<file path="src/assert_macros.svh">
// ----------------------------------------------------------------------------
// assert_macros.svh
// Assertion shorthands on clk with asynchronous reset arst_n.
// ----------------------------------------------------------------------------
`ifndef ASSERT_MACROS_SVH
`define ASSERT_MACROS_SVH

`ifndef NO_ASSERTIONS

// Same-cycle implication.
`define ASSERT_IMPLY(label, ante, cons) \
	label: assert property (@(posedge clk) disable iff (!arst_n) (ante) |-> (cons)) \
		else $error("assertion failed");

// Next-cycle implication.
`define ASSERT_NEXT(label, ante, cons) \
	label: assert property (@(posedge clk) disable iff (!arst_n) (ante) |=> (cons)) \
		else $error("assertion failed");

`else

`define ASSERT_IMPLY(label, ante, cons)
`define ASSERT_NEXT(label, ante, cons)

`endif

`endif

</file>
<file path="src/lpht_pkg.sv">
// ----------------------------------------------------------------------------
// lpht_pkg
// Sizes, operation and status codes, and hash constants of the probe table.
// ----------------------------------------------------------------------------
package lpht_pkg;

	// Slot count; a power of two, so the home slot is the low hash bits.
	localparam int TABLE_SIZE = 256;
	localparam int SLOT_W     = $clog2(TABLE_SIZE);
	localparam int CNT_W      = SLOT_W + 1;

	localparam int KIND_W   = 2;
	localparam int KEY_W    = 64;
	localparam int VAL_W    = 64;
	localparam int STATUS_W = 2;
	localparam int ENTRY_W  = 9;

	localparam int                 MUL_W      = 27;
	localparam logic [MUL_W-1:0]   HASH_MUL   = 27'h45d9f3b;
	localparam int                 HASH_SHIFT = 16;
	localparam int                 HALF_W     = KEY_W / 2;

	localparam logic [KIND_W-1:0] OP_INSERT = 2'd0;
	localparam logic [KIND_W-1:0] OP_LOOKUP = 2'd1;
	localparam logic [KIND_W-1:0] OP_REMOVE = 2'd2;

	localparam logic [STATUS_W-1:0] ST_DONE      = 2'd0;
	localparam logic [STATUS_W-1:0] ST_NOT_FOUND = 2'd1;
	localparam logic [STATUS_W-1:0] ST_FULL      = 2'd2;

	typedef struct packed {
		logic              done;
		logic [SLOT_W-1:0] slot;
	} hash_res_t;

endpackage

</file>
<file path="src/lpht_hash.sv">
// ----------------------------------------------------------------------------
// lpht_hash
// Two-round xor-shift-multiply hash of a 64-bit key on one shared 32x27
// multiplier; each round multiplies the low half, then the high half.
// ----------------------------------------------------------------------------
module lpht_hash (
	input  logic                    clk,
	input  logic                    arst_n,
	input  logic                    start,
	input  logic [lpht_pkg::KEY_W-1:0] key,
	output lpht_pkg::hash_res_t     res
);
	import lpht_pkg::*;

	typedef enum logic [1:0] {H_IDLE, H_LO, H_HI} hstate_t;

	hstate_t                   state_q;
	logic                      round_q;
	logic                      done_q;
	logic [KEY_W-1:0]          x_q;
	logic [KEY_W-1:0]          acc_q;
	logic [HALF_W-1:0]         mul_in;
	logic [HALF_W+MUL_W-1:0]   prod;
	logic [KEY_W-1:0]          sum;

	assign mul_in = (state_q == H_LO) ? x_q[HALF_W-1:0] : x_q[KEY_W-1:HALF_W];
	assign prod   = mul_in * HASH_MUL;
	// High half product only lands in the upper word (mod 2^64).
	assign sum    = {acc_q[KEY_W-1:HALF_W] + prod[HALF_W-1:0], acc_q[HALF_W-1:0]};

	always_ff @(posedge clk or negedge arst_n) begin
		if (!arst_n) begin
			state_q <= H_IDLE;
			round_q <= 1'b0;
			done_q  <= 1'b0;
			x_q     <= '0;
			acc_q   <= '0;
		end else begin
			done_q <= 1'b0;
			case (state_q)
				H_IDLE: begin
					if (start) begin
						x_q     <= key ^ (key >> HASH_SHIFT);
						round_q <= 1'b0;
						state_q <= H_LO;
					end
				end
				H_LO: begin
					acc_q   <= KEY_W'(prod);
					state_q <= H_HI;
				end
				H_HI: begin
					x_q <= sum ^ (sum >> HASH_SHIFT);
					if (round_q) begin
						done_q  <= 1'b1;
						state_q <= H_IDLE;
					end else begin
						round_q <= 1'b1;
						state_q <= H_LO;
					end
				end
				default: state_q <= H_IDLE;
			endcase
		end
	end

	assign res.done = done_q;
	assign res.slot = x_q[SLOT_W-1:0];

endmodule

</file>
<file path="config.mk">
export PLATFORM = sky130hd
export DESIGN_NAME = lpht_hash
export DESIGN_NICKNAME = d
export VERILOG_FILES = /design/src/assert_macros.svh /design/src/lpht_pkg.sv /design/src/lpht_hash.sv
export SDC_FILE = /design/constraint.sdc
export NUM_CORES = 1
export LEC_CHECK = 0
export BUFFER_PORTS_ARGS = -buffer_cell sky130_fd_sc_hd__buf_2
export CORE_MARGIN = 1.5
export CORE_UTILIZATION = 60
export DETAILED_ROUTE_END_ITERATION = 8
export HOLD_SLACK_MARGIN = 0.06
export PLACE_DENSITY = 0.83
export SLEW_MARGIN = 15
export SYNTH_ARGS = -nofsm -noshare
export SYNTH_HDL_FRONTEND = slang
export SYNTH_SLANG_ARGS = --single-unit
</file>
<file path="constraint.sdc">
create_clock -name clk -period 16.2 [get_ports clk]
set_input_delay 0.81 -clock clk [delete_from_list [all_inputs] [get_ports clk]]
set_output_delay 0.81 -clock clk [all_outputs]
set_load 0.005 [all_outputs]
</file>
==> impl_metrics.tcl, run 1 <==
set metrics [dict create \
    final.fill_count 3165 \
    initial_utilization_pct 60.8 \
    cp-end-kind "register" \
    fin_skew_ns 0.00619 \
    clk_path_buf_depth 2 \
    clk-insertion-delay-late_ns 0.44 \
    layout_commonest_cell "inv_1" \
    top_usage_layer "met2" \
    post-route-min-period_ns 11.21 \
    slowest_delay_ns 0.74 \
    muxShareOfSynthArea_pct 1.29 \
    placementRows 72 \
    grt_pass1_wl_mm 110 \
    route.vias.total 18287 \
    rrSetupSlack_ns 4.99 \
    clock-root-buffer "clkbuf_16" \
    post_drt_wl_per_cell_um 22.3 \
    max_slew_margin_pct 17.7 \
    drtIter0Drc 1736 \
    die_w_um 201 \
    layout.cells.most_common_list "629 x inv_1, 370 x fa_1, 311 x ha_1" \
    ys.flop_type "dfrtp_1" \
    ioPinCount 76 \
    tns_ns 0 \
    synth_top_family_by_area "adder cells" \
    antenna_left 0 \
    antenna_found_initial 0 \
    cts.reportedPaths.clkPinSlew_ns 0.06 \
    yosys.area_share.simple_pct 8.50 \
    fmax_ghz 0.0892 \
    postRouteWirelength_mm 69.6 \
    critPathTopFamily "adder cells" \
    use_met3_pct 6.09 \
    grt_max_degree 98 \
    crit_fanout 44 \
    met2_usage_pct 57.1 \
    synthCells 2568 \
    slew_violations 0 \
    hold_viol 0 \
    die-height_um 201 \
    yosysTopAreaCellShare_pct 31.4 \
    worstMarginPinSlew_ns 1.20 \
    synthArstFlopShare_pct 100 \
    htreeDepth 4 \
    route.detailed.drc 0 \
    timing.final.crit_share_pct 69.2 \
    synthXorXnorAreaFrac_pct 6.68 \
    status "completed" \
    critical_path_class "reg2reg" \
    cp.arrival_ns 11.51 \
    nets 3345 \
    synth_area_leader_cell "fa_1" \
    diodes 0 \
    synth_fp_nets 3316 \
    design.die.area_um2 40500 \
    grt_usage_pct 35.7 \
    critPathRequiredTime_ns 16.50 \
    cts_tree "built" \
    synth_compound_area_share_pct 10.5 \
    use_met1_pct 47.7 \
    synth_area_um2 23600 \
    ctsHoldBuffers 0 \
    final_area_um2 24900 \
    hold_class "reg2reg" \
    synth_seq_area_share_pct 13.5 \
    register_area_um2 3180 \
    rsz0062_at_grt "false" \
    grt_pass1_vias 19516 \
    multi_input_area_um2 17700 \
    synth_area_leaders "fa_1 31%, ha_1 17%, dfrtp_1 13%" \
    ctsResizeCount 0 \
    drtPass1Iterations 6 \
    synth_fa_ha_area_share_pct 47.9 \
    cp_slowest_cell "mux2i_1" \
    core_um2 38700 \
    overflow 0 \
    numClockSinks 127 \
    cp_num_buf_inv 7 \
    synth-edff-count 0 \
    cts_buffers 17 \
    area_growth_pct 5.66 \
    port_buffers 75 \
    synth_cell_types 88 \
    drive_gt1_share_pct 5.82 \
    vias_per_cell 5.85 \
    place.gp.congestion 1.08 \
    dp_hpwl_mm 59.8 \
    synth_warnings 0 \
    setup_viol 0 \
    cp-start-kind "register" \
    syn_avg_cell_area_um2 9.18 \
    post_cts_buffers 0 \
    maxCapViolations 0 \
    ys_seq_elements 127 \
    place_area_um2 24300 \
]
-- stage by stage --
stage               std cells  hold WS, ns  setup WS (ns)  util, %
finish                   3128        0.479           4.99     64.3
global route             3128        0.515           4.50     64.3
CTS                      3127        0.484           5.28     64.2
detailed placement       3095        0.462           5.34     62.7
global placement         3095        0.451           5.51     62.7
floorplan                2568        0.431           7.32        -
-- area by class of cell --
type	instances	area share [%]
Sequential cell	127	12.8
Clock inverter	10	0.447
Inverter	631	9.51
Clock buffer	22	1.90
Timing Repair Buffer	82	1.81
Multi-Input combinational cell	1738	71.0
Tap cell	518	2.60
-- metal layers --
metal	wire (um)	vias to the layer above
met3	6020	190
met5	0	-
li1	-	8110
met1	27900	9101
met4	3760	0
met2	32000	886
-- sequential cells by signal, summed over array words and instances, names as in the netlist --
signal   cells
acc_q       59
state_q      2
x_q         64
done_q       1
round_q      1
-- logic make-up after synthesis --
logic type	Yosys count
multiplexers	30
buffers and inverters	703
AND/OR/NAND/NOR	443
adder cells (fa/ha/maj)	681
XOR/XNOR	178
flip-flops	127
AO/OA/AOI/OAI	406
-- Yosys cell counts, types with 11 or more instances --
cell type / number
inv_1: 629
fa_1: 370
ha_1: 311
nand2_1: 223
a21oi_1: 132
dfrtp_1: 127
o21ai_0: 120
xnor2_1: 108
nor2_1: 91
xor2_1: 69
clkbuf_1: 47
a21o_1: 32
mux2i_1: 27
nand3_1: 19
nor3_1: 19
o21bai_1: 16
a31oi_1: 14
buf_4: 14
nand4_1: 14
o21a_1: 11
-- worst paths after layout --
| path | cells past startpoint | from | end |
|---|---|---|---|
| max | 35 | state_q[1] | x_q[46] |
| min | 2 | x_q[28] | x_q[28] |
| max reg2reg | 35 | state_q[1] | x_q[46] |
| min reg2reg | 2 | x_q[28] | x_q[28] |
| max in group asynchronous | 2 | arst_n | x_q[26] |
| min in group asynchronous | 1 | arst_n | x_q[0] |
-- worst min-delay path, cell delays in order (launching register included) --
cell     delay, ns
dfrtp_1       0.34
nand2_1       0.05
nand2_1       0.06
Power of run 1 is not shown: default switching activity piles up to over one toggle a cycle in this logic, so the estimate is an artifact.
==> run 2, diff against run 1 <==
==> constraint.sdc (replaced) <==
create_clock -name clk -period 11.2 [get_ports clk]
set_input_delay 0.56 -clock clk [delete_from_list [all_inputs] [get_ports clk]]
set_output_delay 0.56 -clock clk [all_outputs]
set_load 0.005 [all_outputs]
==> run 2 against run 1 <==
- worst setup slack lost 4.3 ns
- worst hold slack worse by 0.35 ns
- fmax rose by 7.1%
- routed wire length rose by 2.8%
- critical path depth shrank 2
- core utilization increased by 0.28 points
- final cell count is 0.35% higher
- register-to-register slack worse by 4.3 ns
- non-clock buffer count grew 11
- critical endpoint is now x_q[47]
- largest cell class unchanged
==> impl_metrics.tcl, run 2 (synthesized netlist as in run 1, its figures left out) <==
set metrics [dict create \
    drtIter0Drc 1549 \
    drive_gt1_share_pct 6.37 \
    critPathRequiredTime_ns 11.49 \
    rsz0062_at_grt "false" \
    antenna_left 0 \
    post_drt_wl_per_cell_um 22.8 \
    ctsHoldBuffers 0 \
    startpoint "state_q[1]" \
    path_common_cell "fa_1" \
    rrSetupSlack_ns 0.73 \
    port_buffers 75 \
    die-height_um 201 \
    cts_buffers 17 \
    clock-root-buffer "clkbuf_16" \
    post-route-min-period_ns 10.47 \
    critical_path_class "reg2reg" \
    hold_class "in2async" \
    layout_commonest_cell "inv_1" \
    critical_path_cell_count 33 \
    timing.final.crit_share_pct 93.5 \
    cts_tree "built" \
    cp_slowest_cell "dfrtp_2" \
    hold_viol 0 \
    place.gp.congestion 1.03 \
    final.fill_count 3297 \
    area_growth_pct 6.12 \
    numClockSinks 127 \
    slew_violations 0 \
    fin_skew_ns 0.0129 \
    route.detailed.drc 0 \
    grt_max_degree 82 \
    cp-start-kind "register" \
    clk_path_buf_depth 2 \
    maxCapViolations 0 \
    critPathTopFamily "adder cells" \
    status "completed" \
    tns_ns 0 \
    regMostFlops "x_q" \
    placementRows 72 \
    initial_utilization_pct 60.8 \
    reg_top3 "x_q (64), acc_q (59), state_q (2)" \
    route.vias.total 18034 \
    setup_viol 0 \
    cp_num_buf_inv 7 \
    largest_reg_flops 64 \
    slowest_delay_ns 0.63 \
    rr_startpoint "state_q[1]" \
    r2r_end "x_q[47]" \
    cts.reportedPaths.clkPinSlew_ns 0.06 \
    cp-end-kind "register" \
    register_area_um2 3180 \
    multi_input_area_um2 17700 \
    design.die.area_um2 40500 \
    clk-insertion-delay-late_ns 0.44 \
    diodes 0 \
    grt_usage_pct 37.2 \
    fmax_ghz 0.0955 \
    postRouteWirelength_mm 71.6 \
    post_cts_buffers 0 \
    htreeDepth 4 \
    vias_per_cell 5.75 \
    worstMarginPinSlew_ns 0.930 \
    nets 3356 \
    ioPinCount 76 \
    ctsResizeCount 0 \
    layout.cells.most_common_list "629 x inv_1, 370 x fa_1, 311 x ha_1" \
    overflow 0 \
    grt_pass1_wl_mm 112 \
    critPathCapture "x_q[47]" \
    max_slew_margin_pct 36.2 \
    drtPass1Iterations 8 \
    dp_hpwl_mm 62.9 \
    grt_pass1_vias 19328 \
    antenna_found_initial 2 \
    die_w_um 201 \
    crit_fanout 24 \
    cp.arrival_ns 10.76 \
    core_um2 38700 \
    ff2ff_path_depth 33 \
]
-- run 2: changes by cell type in the layout (fill, tap and decap cells not counted), sizes merged --
cell	delta
buf	+11
inv	+4
clkbuf	-3
clkinvlp	-2
clkinv	+1
-- run 2: worst min-delay path by stage --
| stage | from | to | slack [ns] | depth (start not counted) |
|---|---|---|---|---|
| 6_report | arst_n | x_q[11] | 0.13 | 1 |
| 4_1_cts | arst_n | done_q | 0.15 | 1 |
| 2_1_floorplan | arst_n | acc_q[0] | 0.26 | 0 |
| 3_3_place_gp | round_q | state_q[0] | 0.45 | 1 |
| 5_1_grt | arst_n | x_q[0] | 0.18 | 1 |
| 3_5_place_dp | round_q | state_q[0] | 0.46 | 1 |
-- run 2: cell type report --
| class | count | share of cell area [%] |
|---|---|---|
| multi-input combinational | 1738 | 70.7 |
| timing repair buffer | 93 | 2.13 |
| tap | 518 | 2.59 |
| clock inverter | 13 | 0.605 |
| clock buffer | 19 | 1.81 |
| inverter | 631 | 9.47 |
| sequential | 127 | 12.7 |
-- run 2: stage by stage --
step	hold slack [ns]	setup WS, ns	instances	util (%)	instance area, um^2
2_1_floorplan	0.264	2.32	2568	-	23600
3_3_place_gp	0.453	0.619	3106	62.9	24400
3_5_place_dp	0.459	0.529	3106	62.9	24400
4_1_cts	0.148	0.464	3138	64.5	25000
5_1_grt	0.182	0.118	3139	64.6	25000
6_report	0.129	0.730	3139	64.6	25000
-- run 2: layer usage --
| metal | share of wire (%) | up-vias | global-route usage (%) |
|---|---|---|---|
| met5 | 0.038 | - | 0 |
| met4 | 5.2 | 4 | 16.2 |
| met3 | 7.3 | 174 | 6.17 |
| met2 | 46 | 734 | 59.8 |
| met1 | 41 | 8985 | 49.8 |
| li1 | - | 8137 | - |
Power of run 2 is left out for the same reason.
